**config.mk**
```make
export PLATFORM = sky130hd
export DESIGN_NAME = ttri_front
export DESIGN_NICKNAME = d
export VERILOG_FILES = /design/src/hw/rtl/ttri_pkg.sv /design/src/hw/rtl/ttri_front.sv
export SDC_FILE = /design/constraint.sdc
export NUM_CORES = 1
export LEC_CHECK = 0
export BUFFER_PORTS_ARGS = -buffer_cell sky130_fd_sc_hd__buf_2
export CORE_MARGIN = 2
export CORE_UTILIZATION = 61
export DETAILED_ROUTE_END_ITERATION = 16
export PLACE_DENSITY = 0.87
export REMOVE_ABC_BUFFERS = 1
export SKIP_LAST_GASP = 1
export SYNTH_ARGS = -nofsm -noshare
export SYNTH_HDL_FRONTEND = slang
export SYNTH_SLANG_ARGS = --single-unit
export TNS_END_PERCENT = 10
```
**constraint.sdc**
```tcl
create_clock -name clk -period 13.8 [get_ports clk]
set_clock_uncertainty 0.1 [all_clocks]
set_input_delay 1.38 -clock clk [delete_from_list [all_inputs] [get_ports clk]]
set_output_delay 1.38 -clock clk [all_outputs]
set_load 0.01 [all_outputs]
```
**src/hw/rtl/ttri_pkg.sv**
```systemverilog
package ttri_pkg;

	localparam int STORE_DEPTH = 65536;
	localparam int ADDR_W      = $clog2(STORE_DEPTH);
	localparam int FRAC_BITS   = 8;
	localparam int HEIGHT_W    = 16;
	localparam int POS_W       = 16;
	localparam int WIDX_W      = 16;
	localparam int CELL_W      = POS_W - FRAC_BITS;
	localparam int CFG_W       = 9;
	localparam int CFG_IDX_W   = 2;
	localparam int PROD_W      = CELL_W + CFG_W;
	localparam int IDX_W       = PROD_W + 1;
	localparam int DIFF_W      = HEIGHT_W + 1;
	localparam int WPROD_W     = DIFF_W + FRAC_BITS + 1;
	localparam int ACC_W       = WPROD_W + 1;

	localparam logic OP_WRITE = 1'b0;
	localparam logic OP_QUERY = 1'b1;

	localparam logic [CFG_IDX_W-1:0] REG_GRID_COLUMNS = 2'd0;
	localparam logic [CFG_IDX_W-1:0] REG_GRID_ROWS    = 2'd1;

	localparam logic [CFG_W-1:0] GRID_RESET = 9'd256;

	typedef struct packed {
		logic                en;
		logic [ADDR_W-1:0]   addr;
		logic [HEIGHT_W-1:0] data;
	} wr_t;

	typedef struct packed {
		logic                 valid;
		logic                 ok;
		logic                 lower;
		logic [FRAC_BITS-1:0] fx;
		logic [FRAC_BITS-1:0] fy;
	} meta_t;

endpackage

```
**src/hw/rtl/ttri_front.sv**
```systemverilog
module ttri_front (
	input  logic                            clk,
	input  logic                            arst_n,
	input  logic                            cfg_write,
	input  logic [ttri_pkg::CFG_IDX_W-1:0]  cfg_index,
	input  logic [ttri_pkg::CFG_W-1:0]      cfg_data,
	input  logic                            start,
	output logic                            busy,
	input  logic                            opcode,
	input  logic [ttri_pkg::WIDX_W-1:0]     write_index,
	input  logic signed [ttri_pkg::HEIGHT_W-1:0] sample_height,
	input  logic [ttri_pkg::POS_W-1:0]      pos_x,
	input  logic [ttri_pkg::POS_W-1:0]      pos_y,
	output ttri_pkg::wr_t                   wr,
	output logic [ttri_pkg::ADDR_W-1:0]     raddr_base,
	output logic [ttri_pkg::ADDR_W-1:0]     raddr_diag,
	output logic [ttri_pkg::ADDR_W-1:0]     raddr_side,
	output ttri_pkg::meta_t                 meta_s2
);

	logic [ttri_pkg::CFG_W-1:0] cols_q;
	logic [ttri_pkg::CFG_W-1:0] rows_q;

	logic accept;
	logic [ttri_pkg::CELL_W-1:0]    cx;
	logic [ttri_pkg::CELL_W-1:0]    cy;
	logic                           cell_ok;

	logic                           valid_s1;
	logic                           op_s1;
	logic                           cell_ok_s1;
	logic [ttri_pkg::CELL_W-1:0]    cx_s1;
	logic [ttri_pkg::FRAC_BITS-1:0] fx_s1;
	logic [ttri_pkg::FRAC_BITS-1:0] fy_s1;
	logic [ttri_pkg::PROD_W-1:0]    prod_s1;
	logic [ttri_pkg::WIDX_W-1:0]    widx_s1;
	logic [ttri_pkg::HEIGHT_W-1:0]  wdata_s1;

	logic [ttri_pkg::IDX_W-1:0] base;
	logic [ttri_pkg::IDX_W-1:0] diag;
	logic [ttri_pkg::IDX_W-1:0] side;
	logic [31:0]                base_w;
	logic [31:0]                diag_w;
	logic [31:0]                side_w;
	logic [31:0]                widx_w;
	logic                       lower;
	logic                       diag_ok;

	always_ff @(posedge clk or negedge arst_n) begin
		if (!arst_n) begin
			cols_q <= ttri_pkg::GRID_RESET;
			rows_q <= ttri_pkg::GRID_RESET;
		end else if (cfg_write) begin
			unique case (cfg_index)
				ttri_pkg::REG_GRID_COLUMNS: cols_q <= cfg_data;
				ttri_pkg::REG_GRID_ROWS:    rows_q <= cfg_data;
				default: ;
			endcase
		end
	end

	assign busy   = 1'b0;
	assign accept = start && !busy;

	assign cx = pos_x[ttri_pkg::POS_W-1:ttri_pkg::FRAC_BITS];
	assign cy = pos_y[ttri_pkg::POS_W-1:ttri_pkg::FRAC_BITS];

	// right and lower neighbours must sit inside the configured grid
	assign cell_ok = ((ttri_pkg::CFG_W'(cx) + ttri_pkg::CFG_W'(1)) < cols_q) &&
		((ttri_pkg::CFG_W'(cy) + ttri_pkg::CFG_W'(1)) < rows_q);

	always_ff @(posedge clk or negedge arst_n) begin
		if (!arst_n) begin
			valid_s1 <= 1'b0;
		end else begin
			valid_s1 <= accept;
		end
	end

	always_ff @(posedge clk) begin
		if (accept) begin
			op_s1      <= opcode;
			cell_ok_s1 <= cell_ok;
			cx_s1      <= cx;
			fx_s1      <= pos_x[ttri_pkg::FRAC_BITS-1:0];
			fy_s1      <= pos_y[ttri_pkg::FRAC_BITS-1:0];
			prod_s1    <= ttri_pkg::PROD_W'(cy) * ttri_pkg::PROD_W'(cols_q);
			widx_s1    <= write_index;
			wdata_s1   <= sample_height;
		end
	end

	assign lower = fx_s1 > fy_s1;
	assign base  = ttri_pkg::IDX_W'(prod_s1) + ttri_pkg::IDX_W'(cx_s1);
	assign diag  = base + ttri_pkg::IDX_W'(cols_q) + ttri_pkg::IDX_W'(1);
	assign side  = lower ? (base + ttri_pkg::IDX_W'(1)) : (base + ttri_pkg::IDX_W'(cols_q));

	assign base_w  = 32'(base);
	assign diag_w  = 32'(diag);
	assign side_w  = 32'(side);
	assign widx_w  = 32'(widx_s1);
	assign diag_ok = diag_w < 32'(ttri_pkg::STORE_DEPTH);

	assign raddr_base = base_w[ttri_pkg::ADDR_W-1:0];
	assign raddr_diag = diag_w[ttri_pkg::ADDR_W-1:0];
	assign raddr_side = side_w[ttri_pkg::ADDR_W-1:0];

	// drop writes beyond the store
	assign wr.en   = valid_s1 && (op_s1 == ttri_pkg::OP_WRITE) &&
		(widx_w < 32'(ttri_pkg::STORE_DEPTH));
	assign wr.addr = widx_w[ttri_pkg::ADDR_W-1:0];
	assign wr.data = wdata_s1;

	always_ff @(posedge clk or negedge arst_n) begin
		if (!arst_n) begin
			meta_s2 <= '0;
		end else begin
			meta_s2.valid <= valid_s1 && (op_s1 == ttri_pkg::OP_QUERY);
			meta_s2.ok    <= cell_ok_s1 && diag_ok;
			meta_s2.lower <= lower;
			meta_s2.fx    <= fx_s1;
			meta_s2.fy    <= fy_s1;
		end
	end

endmodule

```
Yosys cells after proc, flatten, opt, wreduce, memory -nomap -nowiden
Index checks and enable logic that the tools add are counted.

Input bits: 80. Output and inout bits: 101. Register bits: 113. Logic and storage cells: 39.

Bitwise operators: 1. Multiply operators: 1. Mux-type cells: 1. Order comparisons: 5. Reduce and logical (&&, ||, !) cells: 8. Equality and inequality tests: 1. Add/sub/neg operators: 6.

Operator list (count): adder 17 x 8 -> 18 bit (1); adder 18 x 1 -> 18 bit, second input constant (1); adder 18 x 9 -> 18 bit (1); adder 8 x 1 -> 9 bit, second input constant (2); less-than comparator 18 x 17 -> 1 bit, second input constant (1); less-than comparator 9 bit (2); less-than comparator 16 x 17 -> 1 bit, second input constant (1); multiplier 8 x 9 -> 17 bit (1); adder 16 x 1 -> 16 bit, second input constant (1); 2-to-1 mux 16 bit (1); greater-than comparator 8 bit (1); logical AND 1 bit (5); AND reduction 2 bit (2); equality test 2 x 1 -> 1 bit, second input constant (1); zero test 2 bit (1); inverter 1 bit (1).

Depth between registers and ports, before layout
Depth after elaboration: 5. Gate-level depth with buffers: 20. Mapped depth without buffers: 19.

Worst setup path after synthesis
Ideal clock, no wire load.

Path type: register -> output. Start point: reg cx_s1[0] (netlist bit). End point: out raddr_diag[15] (netlist bit). Slack: 8.023 ns. Cell stages (with the launch flop): 16. Data required time: 12.320 ns. Path buffers: 0. Data arrival time: 4.297 ns. Cell sequence: edfxtp_1 -> ha_1 -> inv_1 -> fa_1 -> nor2b_1 -> o21a_1 -> nor2_1 -> xnor2_1 -> ha_1 -> a21o_1 -> a311oi_1 -> o21bai_2 -> or4_4 -> a2111oi_4 -> o221ai_2 -> xor2_1.

Cells in the longest elaborated chain, start to end: 3.

RTL lines: start, declared (RTL line ttri_front.sv:32) `logic [ttri_pkg::CELL_W-1:0] cx_s1;`; start signal, assigned (RTL line ttri_front.sv:84) `cx_s1 <= cx;`; adder 17 x 8 -> 18 bit (RTL line ttri_front.sv:94) `assign base = ttri_pkg::IDX_W'(prod_s1) + ttri_pkg::IDX_W'(cx_s1);`; via raddr_base, one bit (RTL line ttri_front.sv:15) `output logic [ttri_pkg::ADDR_W-1:0] raddr_base,`; adder 18 x 9 -> 18 bit; adder 18 x 1 -> 18 bit (RTL line ttri_front.sv:95) `assign diag = base + ttri_pkg::IDX_W'(cols_q) + ttri_pkg::IDX_W'(1);`; end, declared (RTL line ttri_front.sv:16) `output logic [ttri_pkg::ADDR_W-1:0] raddr_diag,`.

The timed path passes the listed nets, and every way through them passes these cells.

Final worst setup path
Start point: reg cx_s1[0] (netlist bit). End point: out raddr_diag[15] (netlist bit).

Cells in the longest elaborated chain, start to end: 3.

RTL lines (RTL line): adder 17 x 8 -> 18 bit (ttri_front.sv:94); adder 18 x 9 -> 18 bit; adder 18 x 1 -> 18 bit (ttri_front.sv:95).

Every way passes these cells.

==> run_results.csv <==
group,metric,value,unit
yosys,synth_top_cell_area_share,26.2,%
detailed_routing,drt_iter0_drc,555,
critical_path,cp_common_cell,"ha_1",
detailed_routing,avgViaCountPerCell,5.93,
yosys,synthMostInstantiatedCell,"inv_1",
floorplanning,die_area,15100,um2
timing,fmax,0.145,GHz
clock_tree,post_cts_buffers,0,
detailed_routing,wl,22.8,mm
global_route,grt_pass1_wl,35.1,mm
placed_design,routabilityCongestion,0.919,
clock_tree,cts_hold_buf,0,
clock_tree,h-tree-depth,4,
layout,antennaDiodeCount,0,
placed_design,dp.cells,1151,
critical_path,slowest_stage,"or4_4",
yosys,synth_common_cells,"103 x inv_1, 83 x ha_1, 78 x nand2_1",
layout,drive_gt1_share,25.6,%
pwr,vdd_ir_drop_max,0.164,mV
run_status,status,"finished clean",
critical_path,path_class,"reg -> out",
timing,whs,282,ps
critical_path,critical-path-max-stage-delay,550,ps
timing,finalSetupViolCount,0,
timing,relSlewSlack,34.3,%
critical_path,end_kind,"primary output",
hold_path,hp-class,"reg -> reg",
timing,finalCritPeriodShare,50.1,%
pwr,pwr_density_cell,253,nW/um2
placed_design,dpl.hpwl,15.6,mm
global_route,antenna_found_initial,0,
layout,final_cells,1183,
yosys,synth_edf_count,75,
critical_path,cp_cell_sequence,"ha_1 > inv_1 > fa_1 > nor2b_1 > o21a_1 > nor2_1 > xnor2_1 > ha_1 > a21o_1 > a311oi_1 > o21bai_2 > or4_4 > a2111oi_4 > o221ai_2 > xor2_1 > buf_2",
clock_tree,cts_made_buffers,17,
layout,fin_nets,1197,
clock_tree,cts_sinks,113,
timing,fin_crit,6910,ps
timing,tightest_slew,986,ps
floorplanning,rows,43,
timing,hold_viol,0,
clock_tree,cts_root_buf,"clkbuf_16",
critical_path,critPathRequiredTime,12320,ps
timing,rsz0062_at_grt,"false",
global_route,grt_usage,30.5,%
yosys,ys.flop_type,"edfxtp_1",
placed_design,portBuffers,179,
yosys,netlist.top_cell.by_area,"edfxtp_1",
pwr,leakagePower,4.83,nW
yosys,async_flop_share,33.6,%
yosys,postSynthCellCount,812,
detailed_routing,first_pass_iters,6,
clock_tree,cts_resized,0,
floorplanning,die_y,123,um
yosys,yosysWarnings,0,
floorplanning,die_w,123,um
detailed_routing,drtAntennaViolNets,0,
yosys,synth_seq_area_share,37.2,%
timing,final_max_slew_viol_count,0,
detailed_routing,wire_per_inst,19.3,um
yosys,synth.ff_latch_count,113,
yosys,ys_types,79,
clock_tree,cts_tree,"built",
yosys,syn_area,8610,um2
yosys,postSynthAreaPerCell,10.6,um2
detailed_routing,vias,7015,
clock_tree,cts_buffer_depth,2,
clock_tree,path_clk_slew,60,ps
critical_path,arrival,5430,ps
global_route,grt_pass1_vias,7029,
flow_run,timing.max_cap.violations,0,
yosys,yosys-top-cells-area,"edfxtp_1 26%, ha_1 12%, dfrtp_1 10%",
floorplanning,ios,181,
floorplanning,start_util,62.2,%
critical_path,cp_max_fo,10,
global_route,grt_max_degree,77,
global_route,grt_overflow_total,0,
layout,areaGrowthSynthToFinish,19.9,%
timing,fin_tns_setup,0,ps
critical_path,crit_path_start_kind,"register",
floorplanning,core_area,13800,um2
clock_tree,clock_latency,420,ps
detailed_routing,drc,0,
power by group:
group | internal [mW] | leakage (nW) | switching, mW | total, mW
clock network | 0.342 | 0.330 | 0.171 | 0.513
logic | 0.635 | 3.31 | 0.971 | 1.61
registers | 0.445 | 1.19 | 0.0508 | 0.496
total | 1.42 | 4.83 | 1.19 | 2.61
per-stage QoR:
| step | total power [mW] | setup WS [ps] | instance area, um2 | util, % |
|---|---|---|---|---|
| final | 2.61 | 6890 | 10300 | 74.6 |
| after CTS | 2.59 | 6970 | 10300 | 74.6 |
| after global routing | 2.79 | 6710 | 10300 | 74.6 |
| after detailed placement | 2.04 | 7570 | 9640 | 69.7 |
| after global placement | 1.99 | 7840 | 9640 | 69.7 |
| after floorplan | 1.59 | 8020 | 8500 | - |
placed cells by master (no fill, tap or decap), drive strengths merged, types with 3 or more instances in the layout:
master / Yosys / final
o21ai: 33 / 33
or2: 3 / 3
nand2b: 5 / 5
clkbuf: 18 / 18
nand2: 79 / 79
a31oi: 3 / 3
o21bai: 3 / 3
xnor2: 50 / 50
bufinv: 0 / 6
edfxtp: 75 / 75
a211oi: 5 / 5
and2: 34 / 34
nor3: 9 / 9
nor4: 3 / 3
o31ai: 3 / 3
ha: 83 / 83
mux2i: 3 / 3
nand4: 11 / 11
nor2b: 10 / 10
xor2: 26 / 26
fa: 44 / 44
a21boi: 4 / 4
nand3: 21 / 21
a21o: 7 / 7
and3: 11 / 11
o21a: 14 / 14
inv: 106 / 111
o211ai: 5 / 5
or3: 4 / 4
mux2: 10 / 10
buf: 4 / 181
dfrtp: 36 / 36
a21oi: 23 / 23
and4: 6 / 6
nor2: 29 / 29
clkinv: 0 / 3
registers in the layout, indices dropped and copies added, names as in the netlist:
signal and count:
cell_ok_s1 1, cx_s1 8, cols_q 9, fx_s1 8, op_s1 1, fy_s1 8, widx_s1 16, valid_s1 1
rows_q 9, meta_s2 19, prod_s1 17, wdata_s1 16
cell families after synthesis:
logic type      count (synthesis)  synth area share (%)
flops                         113                  37.2
mux                            13                  1.66
fa+ha+maj                     127                  22.3
other cells                     1                0.0436
simple gates                  235                  14.3
compound gates                119                  10.2
buf+inv                       128                  5.93
xor+xnor                       76                  8.34
cell type report:
type	count	area (um2)
repair buffers	181	911
clock buffers	18	429
inverters	106	405
flip-flops and latches	113	3210
fillers	849	3510
clock inverters	14	250
well taps	180	225
multi-input cells	571	4890
final timing paths:
kind | end | slack [ps] | start | cells after the start
max in group asynchronous | cols_q[7] | 11950 | arst_n | 1
min in group asynchronous | meta_s2[0] | 1020 | arst_n | 1
hold reg to reg | meta_s2[7] | 280 | fy_s1[7] | 0
setup / recovery | raddr_diag[15] | 6890 | cx_s1[0] | 16
hold / removal | meta_s2[7] | 280 | fy_s1[7] | 0
setup reg to reg | meta_s2[17] | 8610 | cx_s1[0] | 16
metal layers:
metal | wire length [um] | vias to the layer above | track usage [%]
li1 | - | 3131 | -
met1 | 8500 | 3426 | 36.7
met2 | 11800 | 384 | 53.0
met3 | 1780 | 74 | 7.39
met4 | 771 | 0 | 11.4
met5 | 0 | - | 0
worst max-delay path, delay by kind of cell, from the launching register on:
kind                     cells  cell delay (ps)
buffers and inverters        2              210
adder cells (fa/ha/maj)      3             1030
XOR/XNOR                     2              690
AND/OR/NAND/NOR              3              910
flip-flops                   1              340
AO/OA/AOI/OAI                6             1820
(Power assumes the default switching activity.)
