==> config.mk <==
export PLATFORM = sky130hd
export DESIGN_NAME = ttri_interp
export DESIGN_NICKNAME = d
export VERILOG_FILES = /design/src/hw/rtl/ttri_pkg.sv /design/src/hw/rtl/ttri_interp.sv
export SDC_FILE = /design/constraint.sdc
export NUM_CORES = 1
export LEC_CHECK = 0
export BUFFER_PORTS_ARGS = -buffer_cell sky130_fd_sc_hd__buf_2
export CAP_MARGIN = 20
export CORE_UTILIZATION = 25
export DETAILED_ROUTE_END_ITERATION = 12
export HOLD_SLACK_MARGIN = 0.15
export MAX_ROUTING_LAYER = met4
export SETUP_SLACK_MARGIN = 0.4
export SKIP_CTS_REPAIR_TIMING = 1
export SYNTH_ARGS = -nofsm -noshare
export SYNTH_HDL_FRONTEND = slang
export SYNTH_SLANG_ARGS = --single-unit
==> constraint.sdc <==
create_clock -name clk -period 4.4 [get_ports clk]
set_clock_uncertainty 0.15 [all_clocks]
set_input_delay 1.1 -clock clk [delete_from_list [all_inputs] [get_ports clk]]
set_output_delay 1.1 -clock clk [all_outputs]
set_load 0.01 [all_outputs]
==> src/hw/rtl/ttri_pkg.sv <==
package ttri_pkg;

	localparam int STORE_DEPTH = 65536;
	localparam int ADDR_W      = $clog2(STORE_DEPTH);
	localparam int FRAC_BITS   = 8;
	localparam int HEIGHT_W    = 16;
	localparam int POS_W       = 16;
	localparam int WIDX_W      = 16;
	localparam int CELL_W      = POS_W - FRAC_BITS;
	localparam int CFG_W       = 9;
	localparam int CFG_IDX_W   = 2;
	localparam int PROD_W      = CELL_W + CFG_W;
	localparam int IDX_W       = PROD_W + 1;
	localparam int DIFF_W      = HEIGHT_W + 1;
	localparam int WPROD_W     = DIFF_W + FRAC_BITS + 1;
	localparam int ACC_W       = WPROD_W + 1;

	localparam logic OP_WRITE = 1'b0;
	localparam logic OP_QUERY = 1'b1;

	localparam logic [CFG_IDX_W-1:0] REG_GRID_COLUMNS = 2'd0;
	localparam logic [CFG_IDX_W-1:0] REG_GRID_ROWS    = 2'd1;

	localparam logic [CFG_W-1:0] GRID_RESET = 9'd256;

	typedef struct packed {
		logic                en;
		logic [ADDR_W-1:0]   addr;
		logic [HEIGHT_W-1:0] data;
	} wr_t;

	typedef struct packed {
		logic                 valid;
		logic                 ok;
		logic                 lower;
		logic [FRAC_BITS-1:0] fx;
		logic [FRAC_BITS-1:0] fy;
	} meta_t;

endpackage

==> src/hw/rtl/ttri_interp.sv <==
module ttri_interp (
	input  logic                                 clk,
	input  logic                                 arst_n,
	input  ttri_pkg::meta_t                      meta_s2,
	input  logic signed [ttri_pkg::HEIGHT_W-1:0] h_base,
	input  logic signed [ttri_pkg::HEIGHT_W-1:0] h_diag,
	input  logic signed [ttri_pkg::HEIGHT_W-1:0] h_side,
	output logic                                 result_valid,
	output logic signed [ttri_pkg::HEIGHT_W-1:0] height,
	output logic                                 in_range
);

	logic signed [ttri_pkg::DIFF_W-1:0]    d_side;
	logic signed [ttri_pkg::DIFF_W-1:0]    d_diag;
	logic [ttri_pkg::FRAC_BITS-1:0]        wa;
	logic [ttri_pkg::FRAC_BITS-1:0]        wb;

	logic                                  valid_s3;
	logic                                  ok_s3;
	logic signed [ttri_pkg::WPROD_W-1:0]   pa_s3;
	logic signed [ttri_pkg::WPROD_W-1:0]   pb_s3;
	logic signed [ttri_pkg::HEIGHT_W-1:0]  h1_s3;

	logic signed [ttri_pkg::ACC_W-1:0]     acc;
	logic signed [ttri_pkg::ACC_W-1:0]     acc_sh;
	logic signed [ttri_pkg::ACC_W-1:0]     sum;

	logic                                  valid_q;
	logic                                  in_range_q;
	logic signed [ttri_pkg::HEIGHT_W-1:0]  height_q;

	assign d_side = ttri_pkg::DIFF_W'(h_side) - ttri_pkg::DIFF_W'(h_base);
	assign d_diag = ttri_pkg::DIFF_W'(h_side) - ttri_pkg::DIFF_W'(h_diag);

	// lower triangle weights the side step by fx, upper by fy
	assign wa = meta_s2.lower ? meta_s2.fx : meta_s2.fy;
	assign wb = meta_s2.lower ? meta_s2.fy : meta_s2.fx;

	always_ff @(posedge clk or negedge arst_n) begin
		if (!arst_n) begin
			valid_s3 <= 1'b0;
		end else begin
			valid_s3 <= meta_s2.valid;
		end
	end

	always_ff @(posedge clk) begin
		ok_s3 <= meta_s2.ok;
		h1_s3 <= h_base;
		pa_s3 <= signed'({1'b0, wa}) * d_side;
		pb_s3 <= signed'({1'b0, wb}) * d_diag;
	end

	assign acc    = ttri_pkg::ACC_W'(pa_s3) - ttri_pkg::ACC_W'(pb_s3);
	assign acc_sh = acc >>> ttri_pkg::FRAC_BITS;
	assign sum    = ttri_pkg::ACC_W'(h1_s3) + acc_sh;

	always_ff @(posedge clk or negedge arst_n) begin
		if (!arst_n) begin
			valid_q <= 1'b0;
		end else begin
			valid_q <= valid_s3;
		end
	end

	always_ff @(posedge clk) begin
		in_range_q <= ok_s3;
		height_q   <= ok_s3 ? sum[ttri_pkg::HEIGHT_W-1:0] : '0;
	end

	assign result_valid = valid_q;
	assign height       = height_q;
	assign in_range     = in_range_q;

endmodule

; Word-level counts from Yosys, hierarchy flattened
; Index checks and enable logic that the tools add are counted.
[word_totals]
reg_bits = 84
input_bits = 69
output_inout_bits = 18
elab_cells = 16
[op_classes]
n_addsub = 4
multipliers = 2
muxes = 2
[op_table]
columns = cell, n
row1 = multiplier 9 x 17 -> 24 bit, 2
row2 = subtractor 16 x 16 -> 17 bit, 2
row3 = subtractor 24 bit, 1
row4 = adder 16 bit, 1
row5 = two-way mux 8 bit, 2

; Longest topological paths before layout
; Gate-level depths: netlist (run 1).
[depth]
word_depth = 2
ltp_mapped = 28
depth_no_buf = 27

; Worst setup path before layout (run 1)
; No wires, ideal clock.
[synth_path]
kind = in2reg
start = input h_side[0] (netlist name)
end = register pa_s3[23] (netlist name)
t_arrival_ps = 6955
required_ps = 4117
setup_slack_ps = -2838
cell_stages = 27
cell_sequence = inv_1 > ha_1 > fa_1 > nand2b_1 > a21boi_1 > o21ai_1 > a211oi_1 > o21ai_1 > a21boi_1 > or3_1 > nand3_1 > fa_1 > inv_1 > fa_1 > fa_1 > inv_1 > fa_1 > inv_1 > ha_1 > a21o_1 > a211oi_1 > o211ai_1 > a21oi_1 > a21oi_1 > a211oi_1 > a21oi_1 > xor2_1
[synth_via]
elab_chain_cells = 2
[synth_rtl]
columns = item, line
row1 = start: declaration, ttri_interp.sv:7  ; input logic signed [ttri_pkg::HEIGHT_W-1:0] h_side,
row2 = subtractor 16 x 16 -> 17 bit, ttri_interp.sv:32  ; assign d_side = ttri_pkg::DIFF_W'(h_side) - ttri_pkg::DIFF_W'(h_base);
row3 = multiplier 9 x 17 -> 24 bit, ttri_interp.sv:50  ; pa_s3 <= signed'({1'b0, wa}) * d_side;
row4 = end signal: assignment, ttri_interp.sv:50
row5 = end: declaration, ttri_interp.sv:20  ; logic signed [ttri_pkg::WPROD_W-1:0] pa_s3;
; Every way passes these cells.
; A chain may end at the register's enable or synchronous reset.

; Worst setup path after layout (run 1)
[layout_path]
start = input h_side[0] (netlist name)
end = register pb_s3[18] (netlist name)
[layout_via]
elab_chain_cells = 2
[layout_rtl]
columns = item, line
row1 = subtractor 16 x 16 -> 17 bit, ttri_interp.sv:33  ; assign d_diag = ttri_pkg::DIFF_W'(h_side) - ttri_pkg::DIFF_W'(h_diag);
row2 = multiplier 9 x 17 -> 24 bit, ttri_interp.sv:51  ; pb_s3 <= signed'({1'b0, wb}) * d_diag;
row3 = end signal: assignment, ttri_interp.sv:51
row4 = end: declaration, ttri_interp.sv:21  ; logic signed [ttri_pkg::WPROD_W-1:0] pb_s3;
; Every way passes these cells.

==> results.sh, run 1 <==
export IMPL_status="finished, violations left"
export IMPL_violations="negative setup slack"
export IMPL_cp_data_arrival_time_ns=6.98
export IMPL_place_congestion=0.891
export IMPL_avgSynthCellArea_sq_um=8.50
export IMPL_relSlewSlack_pct=32.3
export IMPL_htree_levels=3
export IMPL_crit_top_cell="fa_1"
export IMPL_fmax_ghz=0.146
export IMPL_fin_crit_sh_pct=156
export IMPL_yosysSeqAreaShare_pct=11.5
export IMPL_ant_nets=0
export IMPL_drc=0
export IMPL_hold_depth=0
export IMPL_wl_um=45300
export IMPL_critPathCaptureType="register"
export IMPL_synth_distinct_cells=74
export IMPL_final_fill_count=5881
export IMPL_dp_cells=2901
export IMPL_yosysMostFrequentCell="inv_1"
export IMPL_worstPathRequired_ns=4.52
export IMPL_finalSetupViolCount=39
export IMPL_grt_pass1_wl_um=70700
export IMPL_r2r_cells=17
export IMPL_yosysTopAreaCellShare_pct=28.5
export IMPL_grt_total_usage_pct=15.4
export IMPL_synth_edf_count=0
export IMPL_finalNetCount=2614
export IMPL_critical_path_slowest_cell="fa_1"
export IMPL_clockBufferDepth=2
export IMPL_core_sq_mm=0.0578
export IMPL_start_kind="input port"
export IMPL_dieHeight_um=244
export IMPL_wl_per_cell_um=15.4
export IMPL_netlist_area_sq_mm=0.0147
export IMPL_overflow=0
export IMPL_ys_top_cells_by_count="356 x inv_1, 209 x fa_1, 163 x ha_1, 148 x nor2_1, 104 x nand2_1"
export IMPL_finalMaxSlewViolations=0
export IMPL_cpPeakStageDelay_ns=0.56
export IMPL_grt_antenna_before_repair=1
export IMPL_yosysTopAreaCell="fa_1"
export IMPL_crit_fanout=4
export IMPL_setup_slack_ns=-2.46
export IMPL_maxCapViolations=0
export IMPL_grt_pass1_vias=13400
export IMPL_synth_area_top_cells="fa_1 29%, ha_1 14%, dfxtp_1 11%"
export IMPL_post_route_min_period_ns=6.86
export IMPL_avgViaCountPerCell=4.51
export IMPL_clk_latency_ns=0.35
export IMPL_root_buffer="clkbuf_16"
export IMPL_rsz0062_at_grt="true"
export IMPL_vias=13300
export IMPL_final_util_pct=36.0
export IMPL_ys_flop_type="dfxtp_1"
export IMPL_synth_nets=2166
export IMPL_r2r_slack_ns=0.26
export IMPL_io_pin_count=87
export IMPL_row_count=88
export IMPL_fin_cells=2945
export IMPL_clk_pin_slew_ns=0.06
export IMPL_drive_above_1_share_pct=35.4
export IMPL_worst_slew_pin_slew_ns=0.987
export IMPL_synth_cells=1725
export IMPL_areaGrowthSynthToFinish_pct=42.1
export IMPL_async_flop_share_pct=2.38
export IMPL_die_x_um=244
export IMPL_drt_iter0_drc=682
export IMPL_finalHoldViolations=0
export IMPL_start_util_pct=25.4
export IMPL_port_buffers=86
export IMPL_cts_tree="yes"
export IMPL_grt_start_max_net_pins=19
export IMPL_cts_buffers=9
export IMPL_synth_seq_cells=84
export IMPL_worstSetupPathType="in -> reg"
export IMPL_clkSinkCount=84
export IMPL_hp_class="reg -> reg"
export IMPL_dr_pass1_iters=5
export IMPL_dp_hpwl_um=39400
export IMPL_fp_dieArea_sq_mm=0.0596
export IMPL_yosys_warnings=0
[cell usage in the layout (no fill, tap or decap), types with 10 or more instances in the layout]
| cell type | Yosys | layout |
|---|---|---|
| nor2_1 | 148 | 130 |
| mux2_2 | 12 | 12 |
| mux2i_1 | 11 | 10 |
| nor2_2 | 0 | 12 |
| nand2b_1 | 23 | 22 |
| nor3_2 | 1 | 14 |
| or3_1 | 15 | 10 |
| nor4_1 | 14 | 13 |
| a21oi_1 | 53 | 29 |
| o21ai_0 | 18 | 13 |
| buf_4 | 0 | 364 |
| inv_1 | 356 | 339 |
| ha_4 | 0 | 28 |
| a31oi_1 | 16 | 11 |
| xnor2_1 | 54 | 36 |
| fa_1 | 209 | 201 |
| a21oi_4 | 0 | 10 |
| o21a_1 | 18 | 16 |
| a21oi_2 | 4 | 18 |
| inv_2 | 0 | 15 |
| buf_6 | 0 | 13 |
| and3_1 | 14 | 12 |
| ha_1 | 163 | 130 |
| nand4_1 | 10 | 10 |
| o31ai_1 | 17 | 13 |
| xnor2_2 | 0 | 15 |
| dfxtp_1 | 82 | 76 |
| and2_1 | 24 | 20 |
| nor3_1 | 61 | 47 |
| nand2_1 | 104 | 93 |
| o21ai_2 | 0 | 18 |
| buf_2 | 3 | 85 |
| nand3_1 | 50 | 42 |
| xor2_1 | 30 | 23 |
| a21o_1 | 28 | 27 |
| nor2b_1 | 20 | 14 |
| nand2_2 | 0 | 10 |
[cell type report]
| class | count | area, sq um | area share (%) |
|---|---|---|---|
| Inverter | 357 | 1360 | 6.52 |
| Sequential cell | 84 | 1700 | 8.16 |
| Clock buffer | 10 | 229 | 1.10 |
| Timing Repair Buffer | 470 | 3460 | 16.6 |
| Tap cell | 765 | 957 | 4.60 |
| Multi-Input combinational cell | 1251 | 13100 | 62.7 |
| Clock inverter | 6 | 71.3 | 0.342 |
| Antenna cell | 2 | 5.00 | 0.0240 |
[registers in the layout, indices dropped and copies added, names as in the netlist]
register and count:
pa_s3 24, pb_s3 24, h1_s3 16, height 16, in_range 1, ok_s3 1, result_valid 1, valid_s3 1
[worst max-delay path, delay by kind of cell]
kind                       cells  cell delay (ns)
and+or+nand+nor                5             1.32
buffers and inverters          6             0.36
AOI/OAI and AO/OA              9             1.44
adders and majority gates      7             2.74
[stage by stage]
step                hold slack, ns  instance area [sq um]  TNS, ns  worst slack (ns)
floorplan                    0.181                  15200   -63.45             -2.41
global placement             0.193                  19200   -89.95             -2.95
detailed placement           0.189                  19200   -92.06             -3.06
CTS                          0.204                  19500   -77.88             -2.70
global route                 0.221                  20800   -78.04             -2.70
finish                       0.201                  20800   -70.16             -2.46
[cells by family after synthesis]
group	after synthesis	share of synthesized area (%)
adders and majority gates	372	42.4
AOI/OAI and AO/OA	254	11.9
buffers and inverters	390	10.0
muxes	27	2.05
xor gates and xnor gates	84	5.02
DFF	84	11.5
and+or+nand+nor	514	17.0
[routing by layer]
metal | GRT usage [%] | wire (um)
met1 | 22.1 | 22700
met2 | 22.7 | 19400
met3 | 2.96 | 2770
met4 | 2.43 | 471
met5 | - | 0
[path summary, 6_finish.rpt]
kind                                      to  startpoint
worst max-delay path               pb_s3[18]   h_side[0]
worst min register to register  result_valid    valid_s3
worst min-delay path            result_valid    valid_s3
max in group asynchronous           valid_s3      arst_n
worst max register to register    height[14]    pa_s3[4]
min in group asynchronous       result_valid      arst_n
Power of run 1 is not shown: default switching activity piles up to over one toggle a cycle in this logic, so the estimate is an artifact.
==> inputs of run 2 (changes only) <==
clock period = 7.64 ns   (was 4.4 ns; I/O delays follow)
==> run 2 against run 1 <==
The run still ends with negative setup slack left; wire length shrank 6.1%; highest routed layer unchanged; critical path depth unchanged; register-to-register slack better by 3.1 ns; via count decreased by 2.3%.
==> results.sh, run 2 (synthesis results as in run 1) <==
export IMPL_worstReg2RegStart="pb_s3[2]"
export IMPL_reg2reg_to="height[14]"
export IMPL_htree_levels=3
export IMPL_worstPathRequired_ns=7.77
export IMPL_io_pin_count=87
export IMPL_start_util_pct=25.4
export IMPL_fin_cells=2839
export IMPL_post_route_min_period_ns=7.68
export IMPL_maxCapViolations=0
export IMPL_grt_start_max_net_pins=25
export IMPL_dpl_worst_slack_ns=-0.603
export IMPL_wl_met3_um=1770
export IMPL_final_util_pct=33.7
export IMPL_dr_wl_met2_um=20400
export IMPL_clk_pin_slew_ns=0.07
export IMPL_row_count=88
export IMPL_areaGrowthSynthToFinish_pct=32.7
export IMPL_clockBufferDepth=2
export IMPL_worst_slew_pin_slew_ns=0.879
export IMPL_vias=13000
export IMPL_place_congestion=0.922
export IMPL_die_x_um=244
export IMPL_overflow=0
export IMPL_violations="negative setup slack"
export IMPL_drive_above_1_share_pct=27.9
export IMPL_dieHeight_um=244
export IMPL_hold_depth=0
export IMPL_crit_fanout=6
export IMPL_fp_dieArea_sq_mm=0.0596
export IMPL_wl_um=42600
export IMPL_avgViaCountPerCell=4.58
export IMPL_status="finished, violations left"
export IMPL_top_regs="pa_s3 x24, pb_s3 x24"
export IMPL_worstSetupPathType="in -> reg"
export IMPL_hold_path_startpoint="valid_s3"
export IMPL_setup_slack_ns=-0.0417
export IMPL_drt_iter0_drc=546
export IMPL_top_layer="met4"
export IMPL_core_sq_mm=0.0578
export IMPL_grt_total_usage_pct=15.1
export IMPL_dp_hpwl_um=37000
export IMPL_drt_met1_wl_um=18900
export IMPL_clk_latency_ns=0.35
export IMPL_finalMaxSlewViolations=0
export IMPL_fmax_ghz=0.130
export IMPL_wl_per_cell_um=15.0
export IMPL_ant_nets=0
export IMPL_hold_end="result_valid"
export IMPL_r2r_slack_ns=3.36
export IMPL_grt_antenna_before_repair=6
export IMPL_root_buffer="clkbuf_16"
export IMPL_grt_pass1_vias=13400
export IMPL_regArea_sq_mm=0.00169
export IMPL_finalSetupViolCount=1
export IMPL_multiInputGateArea_sq_mm=0.0125
export IMPL_rsz0062_at_grt="true"
export IMPL_relSlewSlack_pct=39.7
export IMPL_drc=0
export IMPL_critPathCaptureType="register"
export IMPL_cts_tree="yes"
export IMPL_clkSinkCount=84
export IMPL_dr_pass1_iters=7
export IMPL_mostFrequentLayoutCell="inv_1"
export IMPL_mostFrequentLayoutCells="337 x inv_1, 260 x buf_4, 202 x fa_1"
export IMPL_grt_pass1_wl_um=69200
export IMPL_hp_class="reg -> reg"
export IMPL_finalHoldViolations=0
export IMPL_port_buffers=86
export IMPL_start_kind="input port"
export IMPL_cp_data_arrival_time_ns=7.81
export IMPL_finalNetCount=2503
export IMPL_final_fill_count=5971
export IMPL_dp_cells=2792
export IMPL_r2r_cells=18
export IMPL_cts_buffers=9
export IMPL_fin_crit_sh_pct=101
run 2: through the flow:
| step | setup TNS (ns) | hold WS [ns] | instance area (sq um) |
|---|---|---|---|
| after floorplan | 0 | 0.181 | 15000 |
| after global placement | -4.35 | 0.185 | 18200 |
| final | -0.0417 | 0.202 | 19500 |
| after detailed placement | -6.57 | 0.195 | 18200 |
| after CTS | -1.23 | 0.210 | 18500 |
| after global routing | -1.18 | 0.218 | 19500 |
run 2: final cells by class:
class                      count  area share, %
multi-input combinational   1251           64.4
timing repair buffer         359           13.3
sequential                    84           8.69
inverter                     357           6.95
tap                          765           4.92
clock buffer                  14           1.46
clock inverter                 2          0.199
antenna                        7         0.0900
run 2: layer usage:
layer  track usage, %  up-vias
met2             25.1      254
met4             4.72        0
li1                 -     6279
met5                -        -
met1             19.0     6408
met3             1.89       54
run 2: worst max path at each step:
stage,start,to,slack [ns],cells after the start
3_3_place_gp,h_side[0],pa_s3[23],-0.43,25
4_1_cts,h_side[0],pb_s3[18],-0.25,27
5_1_grt,h_diag[1],pb_s3[23],-0.24,27
2_1_floorplan,h_side[0],pb_s3[18],0.02,25
6_report,h_side[0],pb_s3[23],-0.04,27
3_5_place_dp,h_side[0],pb_s3[18],-0.60,27
run 2: worst max-delay path, stage by stage:
cell,delay [ns]
buf_8,0.09
inv_12,0.03
ha_4,0.15
fa_2,0.34
nor2b_2,0.13
o21ai_2,0.08
a21boi_2,0.21
o21ai_4,0.13
buf_6,0.14
a211oi_4,0.31
o21a_2,0.24
o21a_4,0.19
buf_4,0.12
nor3_1,0.06
fa_1,0.52
fa_1,0.52
inv_1,0.05
fa_1,0.48
fa_1,0.52
inv_1,0.05
ha_1,0.34
nor3_1,0.08
nor2_1,0.24
nor4bb_4,0.35
nor3_1,0.10
nor3_1,0.23
xor2_1,0.18
Power of run 2 is left out for the same reason.
